## src/rtl/ucli_pkg.sv

```systemverilog
`default_nettype none
// ----------------------------------------------------------------------------
// ucli_pkg
// Shared constants and types of the command line interpreter.
// ----------------------------------------------------------------------------
package ucli_pkg;

    localparam int FIELD_COUNT = 5;
    localparam int FIELD_CHARS = 4;
    localparam int LINE_LIMIT  = 30;
    localparam int STORE_SIZE  = FIELD_COUNT * FIELD_CHARS;
    localparam int FIDX_W      = $clog2(FIELD_COUNT);
    localparam int CCNT_W      = $clog2(FIELD_CHARS + 1);
    localparam int LPOS_W      = $clog2(LINE_LIMIT + 1);
    localparam int QDEPTH      = 2;

    localparam logic [7:0] CH_LF   = 8'h0A;
    localparam logic [7:0] CH_CR   = 8'h0D;
    localparam logic [7:0] CH_SP   = 8'h20;
    localparam logic [7:0] CH_BANG = 8'h21;

    typedef enum logic [2:0] {
        ST_LED      = 3'd0,
        ST_MEMW     = 3'd1,
        ST_MEMR     = 3'd2,
        ST_ADC      = 3'd3,
        ST_VER      = 3'd4,
        ST_NOTFOUND = 3'd5,
        ST_BIG      = 3'd6,
        ST_PARSE    = 3'd7
    } status_t;

    typedef logic [STORE_SIZE-1:0][7:0] line_t;

    // one finished line handed from the front to the back
    typedef struct packed {
        logic  parse_failed;
        line_t fields;
    } line_item_t;

    typedef struct packed {
        status_t     status;
        logic [3:0]  led_pin;
        logic        led_level;
        logic [7:0]  mem_value;
    } result_t;

    // positions outside the field grid read as zero
    function automatic logic [7:0] ch(line_t s, int f, int c);
        if (f >= FIELD_COUNT || c >= FIELD_CHARS)
            return 8'h00;
        return s[f * FIELD_CHARS + c];
    endfunction

    function automatic logic is_digit(logic [7:0] d);
        return (d >= 8'h30) && (d <= 8'h39);
    endfunction

endpackage
`default_nettype wire

```

## src/rtl/ucli_front.sv

```systemverilog
`default_nettype none
// ----------------------------------------------------------------------------
// ucli_front
// Splits incoming bytes into fields; emits one line item per line feed.
// ----------------------------------------------------------------------------
module ucli_front (
    input  wire logic                 clk,
    input  wire logic                 rst_n,
    input  wire logic                 byte_valid,
    input  wire logic [7:0]           rx_byte,
    output logic                      byte_ready,
    output logic                      line_valid,
    output ucli_pkg::line_item_t      line_item,
    input  wire logic                 line_ready
);

    ucli_pkg::line_t                    store_reg,   store_next;
    logic [ucli_pkg::FIDX_W-1:0]        fidx_reg,    fidx_next;
    logic [ucli_pkg::CCNT_W-1:0]        ccnt_reg,    ccnt_next;
    logic [ucli_pkg::LPOS_W-1:0]        lpos_reg,    lpos_next;
    logic                               pfail_reg,   pfail_next;
    logic                               is_lf;
    logic                               take;

    assign is_lf      = (rx_byte == ucli_pkg::CH_LF);
    // only a line feed needs room downstream
    assign byte_ready = !is_lf || line_ready;
    assign take       = byte_valid && byte_ready;
    assign line_valid = byte_valid && is_lf;
    assign line_item.parse_failed = pfail_reg;
    assign line_item.fields       = store_reg;

    always_comb
    begin
        store_next = store_reg;
        fidx_next  = fidx_reg;
        ccnt_next  = ccnt_reg;
        lpos_next  = lpos_reg;
        pfail_next = pfail_reg;
        if (take && rx_byte != 8'h00 && rx_byte != ucli_pkg::CH_CR)
        begin
            if (is_lf)
            begin
                store_next = '0;
                fidx_next  = '0;
                ccnt_next  = '0;
                lpos_next  = '0;
                pfail_next = 1'b0;
            end
            else if (!pfail_reg)
            begin
                if (lpos_reg >= ucli_pkg::LPOS_W'(ucli_pkg::LINE_LIMIT))
                    pfail_next = 1'b1;
                else
                begin
                    lpos_next = lpos_reg + 1'b1;
                    if (rx_byte == ucli_pkg::CH_SP)
                    begin
                        if (fidx_reg == ucli_pkg::FIDX_W'(ucli_pkg::FIELD_COUNT - 1))
                            pfail_next = 1'b1;
                        else
                            fidx_next = fidx_reg + 1'b1;
                        ccnt_next = '0;
                    end
                    else if (ccnt_reg < ucli_pkg::CCNT_W'(ucli_pkg::FIELD_CHARS))
                    begin
                        store_next[32'(fidx_reg) * ucli_pkg::FIELD_CHARS
                                   + 32'(ccnt_reg)] = rx_byte;
                        ccnt_next = ccnt_reg + 1'b1;
                    end
                    else
                        pfail_next = 1'b1;
                end
            end
        end
    end

    always_ff @(posedge clk or negedge rst_n)
    begin
        if (!rst_n)
        begin
            store_reg <= '0;
            fidx_reg  <= '0;
            ccnt_reg  <= '0;
            lpos_reg  <= '0;
            pfail_reg <= 1'b0;
        end
        else
        begin
            store_reg <= store_next;
            fidx_reg  <= fidx_next;
            ccnt_reg  <= ccnt_next;
            lpos_reg  <= lpos_next;
            pfail_reg <= pfail_next;
        end
    end

`ifndef ASSERT_OFF
    a_fidx_range: assert property (@(posedge clk) disable iff (!rst_n)
        32'(fidx_reg) < ucli_pkg::FIELD_COUNT)
        else $error("field index out of range");
    a_lf_clears: assert property (@(posedge clk) disable iff (!rst_n)
        take && is_lf |=> lpos_reg == '0 && !pfail_reg)
        else $error("line state not cleared");
    a_ccnt_range: assert property (@(posedge clk) disable iff (!rst_n)
        32'(ccnt_reg) <= ucli_pkg::FIELD_CHARS)
        else $error("char count out of range");
`endif

endmodule
`default_nettype wire

```

## src/rtl/ucli_queue.sv

```systemverilog
`default_nettype none
// ----------------------------------------------------------------------------
// ucli_queue
// Two-entry queue of finished lines between the front and the back.
// ----------------------------------------------------------------------------
module ucli_queue (
    input  wire logic                 clk,
    input  wire logic                 rst_n,
    input  wire logic                 wr_valid,
    input  wire ucli_pkg::line_item_t wr_item,
    output logic                      wr_ready,
    output logic                      rd_valid,
    output ucli_pkg::line_item_t      rd_item,
    input  wire logic                 rd_ready
);

    ucli_pkg::line_item_t                  mem_reg [ucli_pkg::QDEPTH];
    logic [$clog2(ucli_pkg::QDEPTH)-1:0]   wp_reg, rp_reg;
    logic [$clog2(ucli_pkg::QDEPTH+1)-1:0] cnt_reg;
    logic                                  wr, rd;

    assign wr_ready = (32'(cnt_reg) < ucli_pkg::QDEPTH);
    assign rd_valid = (cnt_reg != '0);
    assign rd_item  = mem_reg[rp_reg];
    assign wr       = wr_valid && wr_ready;
    assign rd       = rd_valid && rd_ready;

    always_ff @(posedge clk)
    begin
        if (wr)
            mem_reg[wp_reg] <= wr_item;
    end

    always_ff @(posedge clk or negedge rst_n)
    begin
        if (!rst_n)
        begin
            wp_reg  <= '0;
            rp_reg  <= '0;
            cnt_reg <= '0;
        end
        else
        begin
            if (wr)
                wp_reg <= wp_reg + 1'b1;
            if (rd)
                rp_reg <= rp_reg + 1'b1;
            cnt_reg <= cnt_reg + (wr ? 1'b1 : 1'b0) - (rd ? 1'b1 : 1'b0);
        end
    end

`ifndef ASSERT_OFF
    a_cnt_range: assert property (@(posedge clk) disable iff (!rst_n)
        32'(cnt_reg) <= ucli_pkg::QDEPTH)
        else $error("queue count overflow");
    a_ptr_gap: assert property (@(posedge clk) disable iff (!rst_n)
        cnt_reg == '0 || 32'(cnt_reg) == ucli_pkg::QDEPTH |-> wp_reg == rp_reg)
        else $error("queue pointers inconsistent");
    a_cnt_step: assert property (@(posedge clk) disable iff (!rst_n)
        wr && !rd |=> cnt_reg == $past(cnt_reg) + 1'b1)
        else $error("queue count did not advance");
`endif

endmodule
`default_nettype wire

```

## src/rtl/ucli_back.sv

```systemverilog
`default_nettype none
// ----------------------------------------------------------------------------
// ucli_back
// Runs one line as a command and registers its status result.
// ----------------------------------------------------------------------------
module ucli_back (
    input  wire logic                 clk,
    input  wire logic                 rst_n,
    input  wire logic                 line_valid,
    input  wire ucli_pkg::line_item_t line_item,
    output logic                      line_ready,
    output logic                      res_valid,
    output ucli_pkg::result_t         res,
    input  wire logic                 res_ready
);

    ucli_pkg::line_t   prev_reg, prev_next;
    logic              pvalid_reg, pvalid_next;
    logic [7:0]        mem_reg, mem_next;
    logic              rvalid_reg;
    ucli_pkg::result_t res_reg, res_next;
    ucli_pkg::line_t   s;
    logic              repeat_cmd, use_cmd, known;
    logic [7:0]        c0, c1, c2, d0, d1, d2;
    logic [9:0]        value;
    logic              take;

    assign line_ready = !rvalid_reg || res_ready;
    assign take       = line_valid && line_ready;
    assign res_valid  = rvalid_reg;
    assign res        = res_reg;

    always_comb
    begin
        prev_next   = prev_reg;
        pvalid_next = pvalid_reg;
        mem_next    = mem_reg;
        res_next    = '0;
        res_next.status = ucli_pkg::ST_NOTFOUND;
        repeat_cmd  = (ucli_pkg::ch(line_item.fields, 0, 0) == ucli_pkg::CH_BANG) &&
                      (ucli_pkg::ch(line_item.fields, 0, 1) == ucli_pkg::CH_BANG);
        s           = repeat_cmd ? prev_reg : line_item.fields;
        use_cmd     = !line_item.parse_failed && (!repeat_cmd || pvalid_reg);
        c0 = ucli_pkg::ch(s, 0, 0);
        c1 = ucli_pkg::ch(s, 0, 1);
        c2 = ucli_pkg::ch(s, 0, 2);
        d0 = ucli_pkg::ch(s, 1, 0);
        d1 = ucli_pkg::ch(s, 1, 1);
        d2 = ucli_pkg::ch(s, 1, 2);
        known = 1'b1;
        // digits are read from the left, the first one most significant; up to three form the value
        value = '0;
        if (d1 == 8'h00)
            value = (d2 != 8'h00) ? 10'(d0 - 8'h30) * 10'd10 : 10'(d0 - 8'h30);
        else if (d2 == 8'h00)
            value = 10'(d0 - 8'h30) * 10'd10 + 10'(d1 - 8'h30);
        else
            value = 10'(d0 - 8'h30) * 10'd100 + 10'(d1 - 8'h30) * 10'd10
                    + 10'(d2 - 8'h30);

        if (c0 == "L" && c1 == "D")
        begin
            if (d0 == "0")
                res_next.led_pin = 4'd0;
            else if (d0 == "7")
                res_next.led_pin = 4'd7;
            else if (d0 == "1" && d1 == "4")
                res_next.led_pin = 4'd14;
            else
                res_next.status = ucli_pkg::ST_NOTFOUND;
            if (d0 == "0" || d0 == "7" || (d0 == "1" && d1 == "4"))
            begin
                if (ucli_pkg::ch(s, 2, 0) == "O" && ucli_pkg::ch(s, 2, 1) == "N")
                begin
                    res_next.status    = ucli_pkg::ST_LED;
                    res_next.led_level = 1'b1;
                end
                else if (ucli_pkg::ch(s, 2, 0) == "O" && ucli_pkg::ch(s, 2, 1) == "F"
                         && ucli_pkg::ch(s, 2, 2) == "F")
                    res_next.status = ucli_pkg::ST_LED;
            end
        end
        else if (c0 == "M" && c1 == "W")
        begin
            if (ucli_pkg::ch(s, 1, 3) != 8'h00 || d0 == 8'h00)
                res_next.status = ucli_pkg::ST_NOTFOUND;
            else if (!ucli_pkg::is_digit(d0) ||
                     (d1 != 8'h00 && !ucli_pkg::is_digit(d1)) ||
                     (d2 != 8'h00 && !ucli_pkg::is_digit(d2)))
                res_next.status = ucli_pkg::ST_NOTFOUND;
            else if (value >= 10'd256)
                res_next.status = ucli_pkg::ST_BIG;
            else
                res_next.status = ucli_pkg::ST_MEMW;
        end
        else if (c0 == "M" && c1 == "R")
            res_next.status = ucli_pkg::ST_MEMR;
        else if (c0 == "A" && c1 == "D" && c2 == "C")
            res_next.status = ucli_pkg::ST_ADC;
        else if (c0 == "V" && c1 == "E" && c2 == "R")
            res_next.status = ucli_pkg::ST_VER;
        else
            known = 1'b0;

        if (!use_cmd)
        begin
            res_next = '0;
            res_next.status = line_item.parse_failed ? ucli_pkg::ST_PARSE
                                                     : ucli_pkg::ST_NOTFOUND;
        end
        else if (take)
        begin
            if (res_next.status == ucli_pkg::ST_MEMW)
                mem_next = value[7:0];
            if (known)
            begin
                prev_next   = s;
                pvalid_next = 1'b1;
            end
        end
        if (res_next.status == ucli_pkg::ST_MEMW)
            res_next.mem_value = value[7:0];
        else if (res_next.status == ucli_pkg::ST_MEMR)
            res_next.mem_value = mem_reg;
        if (res_next.status != ucli_pkg::ST_LED)
        begin
            res_next.led_pin   = '0;
            res_next.led_level = 1'b0;
        end
    end

    always_ff @(posedge clk)
    begin
        if (take)
            res_reg <= res_next;
    end

    always_ff @(posedge clk or negedge rst_n)
    begin
        if (!rst_n)
        begin
            prev_reg   <= '0;
            pvalid_reg <= 1'b0;
            mem_reg    <= '0;
            rvalid_reg <= 1'b0;
        end
        else
        begin
            prev_reg   <= prev_next;
            pvalid_reg <= pvalid_next;
            mem_reg    <= mem_next;
            if (take)
                rvalid_reg <= 1'b1;
            else if (res_ready)
                rvalid_reg <= 1'b0;
        end
    end

`ifndef ASSERT_OFF
    a_led_fields: assert property (@(posedge clk) disable iff (!rst_n)
        rvalid_reg && res_reg.status != ucli_pkg::ST_LED |->
        res_reg.led_pin == '0 && !res_reg.led_level)
        else $error("led fields set without led status");
    a_hold: assert property (@(posedge clk) disable iff (!rst_n)
        rvalid_reg && !res_ready |=> rvalid_reg && $stable(res_reg))
        else $error("stalled result changed");
    a_mem_only_w: assert property (@(posedge clk) disable iff (!rst_n)
        mem_reg != $past(mem_reg) |-> $past(take))
        else $error("memory byte changed without a command");
`endif

endmodule
`default_nettype wire

```

## src/rtl/uart_command_line_interpreter.sv

```systemverilog
`default_nettype none
// ----------------------------------------------------------------------------
// uart_command_line_interpreter
// Line parser and command executor for received text bytes.
// ----------------------------------------------------------------------------
// Usage:
//   Input queue: drive rx_byte and raise push while full is low; one byte is
//   taken per cycle. Zero and carriage return bytes are dropped, other
//   characters build fields, a line feed runs the line as a command.
//   Output queue: while empty is low, status/led_pin/led_level/mem_value hold
//   the oldest result; raise pop to take it. One result per line feed.
// Result path: a line feed's line item is written into the line queue, then
//   the back end runs it and lands its result in the result register, where
//   empty goes low and the result can be popped.
// Throughput: one byte per cycle; a line feed is held off (full high) only
//   when the two-entry line queue is full, which follows a stalled result
//   side. Plain characters are never held off.
// Reset: clears the field store, line state, last command and memory byte;
//   both queues come up empty.
// ----------------------------------------------------------------------------
module uart_command_line_interpreter (
    input  wire logic       clk,
    input  wire logic       rst_n,
    input  wire logic       push,
    output logic            full,
    input  wire logic [7:0] rx_byte,
    output logic            empty,
    input  wire logic       pop,
    output logic [2:0]      status,
    output logic [3:0]      led_pin,
    output logic            led_level,
    output logic [7:0]      mem_value
);

    logic                 f_valid, f_ready, q_valid, q_ready, byte_ready, r_valid;
    ucli_pkg::line_item_t f_item, q_item;
    ucli_pkg::result_t    r;

    ucli_front u_front (
        .clk        (clk),
        .rst_n      (rst_n),
        .byte_valid (push),
        .rx_byte    (rx_byte),
        .byte_ready (byte_ready),
        .line_valid (f_valid),
        .line_item  (f_item),
        .line_ready (f_ready)
    );

    ucli_queue u_queue (
        .clk      (clk),
        .rst_n    (rst_n),
        .wr_valid (f_valid),
        .wr_item  (f_item),
        .wr_ready (f_ready),
        .rd_valid (q_valid),
        .rd_item  (q_item),
        .rd_ready (q_ready)
    );

    ucli_back u_back (
        .clk        (clk),
        .rst_n      (rst_n),
        .line_valid (q_valid),
        .line_item  (q_item),
        .line_ready (q_ready),
        .res_valid  (r_valid),
        .res        (r),
        .res_ready  (pop)
    );

    assign full      = !byte_ready;
    assign empty     = !r_valid;
    assign status    = r.status;
    assign led_pin   = r.led_pin;
    assign led_level = r.led_level;
    assign mem_value = r.mem_value;

endmodule
`default_nettype wire
```

## config.mk

```make
export PLATFORM = sky130hd
export DESIGN_NAME = uart_command_line_interpreter
export DESIGN_NICKNAME = d
export VERILOG_FILES = /design/src/rtl/ucli_pkg.sv /design/src/rtl/ucli_front.sv /design/src/rtl/ucli_queue.sv /design/src/rtl/ucli_back.sv /design/src/rtl/uart_command_line_interpreter.sv
export SDC_FILE = /design/constraint.sdc
export NUM_CORES = 1
export LEC_CHECK = 0
export ABC_AREA = 1
export BUFFER_PORTS_ARGS = -buffer_cell sky130_fd_sc_hd__buf_2
export CAP_MARGIN = 10
export CORE_MARGIN = 4
export CORE_UTILIZATION = 55
export DETAILED_ROUTE_END_ITERATION = 7
export GPL_ROUTABILITY_DRIVEN = 1
export PLACE_DENSITY = 0.71
export SETUP_SLACK_MARGIN = 0.4
export SYNTH_ARGS = -nofsm -noshare
export SYNTH_HDL_FRONTEND = slang
export SYNTH_SLANG_ARGS = --single-unit
```

## constraint.sdc

```tcl
create_clock -name clk -period 7.33 [get_ports clk]
set_input_delay 0.733 -clock clk [delete_from_list [all_inputs] [get_ports clk]]
set_output_delay 0.733 -clock clk [all_outputs]
set_load 0.01 [all_outputs]
```

# After elaboration in Yosys (flattened, before gate mapping)

Memory sizes are Yosys's and may differ from the RTL's.
Cells that the tools add are included.

Bits in registers: 290
Memory bits (writable): 322
Output and inout bits: 18
Word-level logic and storage cells: 238
Memories kept: 1

Add/subtract/negate cells: 14
Multiply operators: 3
Magnitude comparators: 12
Equality and inequality tests: 31
Mux-type cells: 63
Bitwise gates (word level): 4
Reduce and logical (&&, ||, !) cells: 64

Memories:

| memory          | words | width | read ports | clocked after Yosys merged registers in | wr ports | line             | RTL |
|---|---|---|---|---|---|---|---|
| u_queue.mem_reg | 2     | 161   | 1          | 0                                       | 1        | ucli_queue.sv:17 | `ucli_pkg::line_item_t mem_reg [ucli_pkg::QDEPTH];` |

Operator list:

| operator                                                       | number |
|---|---|
| two-way mux 160 bit                                            | 5 |
| bitwise mux 160 bit                                            | 1 |
| equality test 8 x 7 -> 1 bit, second input constant            | 14 |
| two-way mux 88 bit                                             | 1 |
| two-way mux 3 bit                                              | 20 |
| equality test 8 x 6 -> 1 bit, second input constant            | 7 |
| demux 8 bit (select 5 bit)                                     | 1 |
| >= comparator 32 x 1 -> 1 bit, second input constant           | 1 |
| < comparator 32 x 6 -> 1 bit, second input constant            | 1 |
| nonzero test 8 bit                                             | 4 |
| adder 10 bit                                                   | 3 |
| two-way mux 10 bit                                             | 3 |
| subtractor 8 x 6 -> 9 bit, second input constant               | 3 |
| logical AND 1 bit                                              | 25 |
| >= comparator 8 x 6 -> 1 bit, second input constant            | 3 |
| less-or-equal comparator 8 x 6 -> 1 bit, second input constant | 3 |
| zero test 8 bit                                                | 3 |
| two-way mux 8 bit                                              | 3 |
| multiplier 10 x 3 -> 9 bit, second input constant              | 2 |
| two-way mux 1 bit                                              | 20 |
| two-way mux 5 bit                                              | 4 |
| two-way mux 16 bit                                             | 1 |
| two-way mux 4 bit                                              | 3 |
| >= comparator 10 x 9 -> 1 bit, second input constant           | 1 |
| other kinds (28)                                               | 59 |

# Longest topological paths before layout

An unclocked memory read counts as a cell.

Depth after elaboration: 20
Gate-level depth with buffers: 49

# Modules after synthesis

From an unflattened synthesis, not the netlist that was laid out.

Cell total of the unflattened synthesis: 2,823
Area total of the unflattened synthesis: 27,805.4 um^2

By module, submodules not included:

| module                        | times used | cells each | area each (um^2) |
|---|---|---|---|
| ucli_queue                    | 1          | 864        | 11,932.7 |
| ucli_back                     | 1          | 1,036      | 7,950.1 |
| ucli_front                    | 1          | 921        | 7,915.1 |
| uart_command_line_interpreter | 1          | 2          | 7.5 |

# Least setup slack after synthesis

No wires, ideal clock.

Path type: register to register
Start point: register u_queue.rp_reg
End point: register u_back.res_reg, in the netlist u_back.res[1], data pin
Setup time: 0.253 ns
Arrival time: 6.177 ns
Required time: 7.077 ns
Slack: 0.900 ns
Stages on the path, launching flop included: 46
Clock period less this slack: 6.430 ns
Path through: dfrtp_1 -> buf_2 -> nand2_1 -> nand2_1 -> nor2_1 -> nand2_2 -> nor2_4 -> nand2_4 -> buf_6 -> buf_6 -> clkbuf_1 -> o21ai_0 -> inv_1 -> ha_1 -> ha_1 -> inv_1 -> fa_1 -> inv_1 -> [... 10 more ...] -> nand4_1 -> nand2_1 -> inv_1 -> nand3_1 -> nand2_1 -> nand2_1 -> nand3_1 -> nand2_1 -> nand2_1 -> nand2_1 -> nand2_1 -> nand2_1 -> nand2_1 -> nand2_1 -> nand3_1 -> buf_2 -> nand3_1 -> nand2_1

RTL lines:

| what                     | line             | RTL |
|---|---|---|
| start: declaration       | ucli_queue.sv:18 | `logic [$clog2(ucli_pkg::QDEPTH)-1:0] wp_reg, rp_reg;` |
| start signal: assignment | ucli_queue.sv:47 | `rp_reg <= rp_reg + 1'b1;` |
| end signal: assignment   | ucli_back.sv:135 | `res_reg <= res_next;` |
| end: declaration         | ucli_back.sv:21  | `ucli_pkg::result_t res_reg, res_next;` |

==> reports/results.tsv <==
metric	value	unit
run status	finished clean	
# Max-Cap Violations	0	
post-synthesis async set-or-reset flop share	0.512	
area delta synth->final	11.4	%
slowest CP cell	fa_1	
GP Congestion	0.969	
die width	187	um
Setup Crit Path Kind	reg2reg	
# DRC	0	
Post-Synthesis Cells	1900	
Die H	187	um
Setup TNS	0	ns
Worst-path clk slew	0.06	ns
syn_nets	1994	
routed vias/inst	5.65	
Synth Flop Type	dfrtp_1	
Max stage delay on crit path	0.49	ns
Core ar.	31600	um^2
routed wire length	42400	um
first-pass GRT wire length	67900	um
Root Driver	clkbuf_16	
Max VDD drop	0.253	mV
largest net degree at the start of global routing	113	
utilization after layout	0.624	
gr ovfl total	0	
RSZ-0062 raised after global routing	false	
Power Density	346	nW/um^2
Critical Path RT	7.61	ns
Clock Latency Late Sink	0.55	ns
CP most frequent cell	nand2_1	
Worst Path Max Fanout	17	
nets	2029	
Setup crit start kind	flop	
Final Hold Viols	0	
Post-synth EDFFs	177	
Boundary Pins	30	
drt initial violations	1115	
Worst-Margin Slew	1.11	ns
commonest non-fill, non-tap cell in the layout	nand2_1	
initial antenna violation count	0	
final worst path period need	6.45	ns
Clock Skew	0.0265	ns
ratio of cells with drive above 1 in the final layout	0.0977	
Top delay family on crit path	simple AND/OR/NAND/NOR gates	
most frequent cells in the layout	439 x nand2_1, 185 x dfrtp_1, 177 x edfxtp_1	
Leak	9.21	nW
number of global-route vias before repair	12500	
1st-pass router iterations	5	
die footprint	35100	um^2
CTS buffer count	38	
worst-case clock buffer depth	3	
CP Capture Type	flop	
CTS tree	done	
Slew Viols, Final	0	
final setup violation count	0	
GRT Util Overall	0.239	
Ys Warns	0	
register area share after synthesis	0.563	
Largest register FFs	162	
Starting Density	0.560	
Max transition margin	0.260	
H-tree levels	2	
vias	13400	
Yosys cell types	47	
port bufs	29	
Seq cells post-synth	363	
TritonCTS Sinks	363	
wire per inst	17.9	um
diode count	0	
post-DP HPWL	28700	um
Synth Area per Inst	9.32	um^2
final worst-path cycle share	0.879	
Rows	65	
mapped cell area	17700	um^2
Final ANT Viol Nets	0	
hold crit path type	in2async	
Crit path arrival time	6.72	ns
fmax	155	MHz
Worst Path Buf+Inv	9	
## metrics by stage
step           std cells  instance area (um^2)  setup WS, ns  hold slack [ns]  total power, mW
2_1_floorplan       1900                 17700         0.900            0.422             4.10
3_3_place_gp        2275                 18200         0.297            0.447             4.76
3_5_place_dp        2275                 18200         0.131            0.449             4.80
4_1_cts             2345                 19400         0.493            0.212             6.71
5_1_grt             2367                 19700         0.378            0.226             7.34
6_report            2367                 19700         0.885            0.170             6.84
## worst paths after layout
kind | cells after the start | slack (ns) | endpoint | from
min reg2reg | 2 | 0.46 | u_back.pvalid_reg | u_back.pvalid_reg
min | 1 | 0.17 | u_front.line_item[66] | rst_n
max | 42 | 0.88 | u_back.res[4] | u_queue.rp_reg
max in group asynchronous | 2 | 5.72 | u_queue.rp_reg | rst_n
max reg2reg | 42 | 0.88 | u_back.res[4] | u_queue.rp_reg
min in group clk | 2 | 0.39 | u_back.res_valid | pop
## worst reg2reg max path, delay by kind of cell (launching register included)
family	cells	cell delay, ns
adders and majority gates	6	2.08
buffers and inverters	9	0.95
and+or+nand+nor	25	2.50
AOI/OAI and AO/OA	2	0.21
DFF	1	0.42
## cell type report
cell class / instances / area (um^2)
clock inverter: 21 / 229
sequential: 363 / 9970
multi-input combinational: 1280 / 6840
timing repair buffer: 70 / 489
clock buffer: 49 / 1010
tap: 402 / 503
inverter: 182 / 688
fill: 2602 / 11900
## layer usage
| metal | vias to the layer above | routed length [um] | share of wire | global-route usage |
|---|---|---|---|---|
| met4 | 0 | 1460 | 0.034 | 0.0785 |
| li1 | 6470 | - | - | - |
| met3 | 80 | 2480 | 0.059 | 0.0340 |
| met2 | 406 | 19200 | 0.45 | 0.368 |
| met5 | - | 0 | 0 | 0 |
| met1 | 6421 | 19300 | 0.45 | 0.354 |
## Yosys cell counts, types with 3 or more instances
cell / number / area share
a21oi_1: 44 / 0.012
xnor2_1: 5 / 0.0025
clkbuf_1: 46 / 0.0097
buf_6: 4 / 0.0025
nor3_1: 13 / 0.0037
xor2_1: 16 / 0.0079
or2_2: 6 / 0.0021
nor2_1: 154 / 0.033
buf_1: 3 / 0.00064
edfxtp_1: 177 / 0.30
nand2_2: 6 / 0.0021
fa_1: 12 / 0.014
nand2_4: 3 / 0.0019
o21bai_1: 4 / 0.0017
a31oi_1: 21 / 0.0074
nor2_4: 6 / 0.0038
inv_1: 172 / 0.036
nand3b_1: 7 / 0.0030
a211oi_1: 7 / 0.0030
inv_2: 9 / 0.0019
nand4_1: 16 / 0.0057
ha_1: 70 / 0.049
nor4_1: 13 / 0.0046
nand3_1: 174 / 0.049
dfrtp_1: 186 / 0.26
nand2_1: 444 / 0.094
buf_2: 22 / 0.0062
o22ai_1: 3 / 0.0011
o21ai_0: 160 / 0.045
o21ai_1: 75 / 0.021
## cells by family after synthesis
logic type / after synthesis / synth area share
muxes: 1 / 0.000565
xor gates and xnor gates: 21 / 0.0104
AOI/OAI and AO/OA: 327 / 0.0982
adders and majority gates: 82 / 0.0630
DFF: 363 / 0.563
and+or+nand+nor: 848 / 0.207
buffers and inverters: 258 / 0.0581
## power by group
group	internal [mW]	switching [mW]
Sequential	2.18	0.0192
Clock	1.10	0.800
Combinational	0.952	1.79
Total	4.23	2.61
## timing repair
action | 4_1_cts | 5_1_grt
setup endpoints to repair | 18 | 20
cloned | 0 | 1
resized for setup | 4 | 35
pin swaps | 0 | 9
hold buffers | 0 | 0
buffers inserted | 0 | 21
Power figures use the tool's default switching activity.
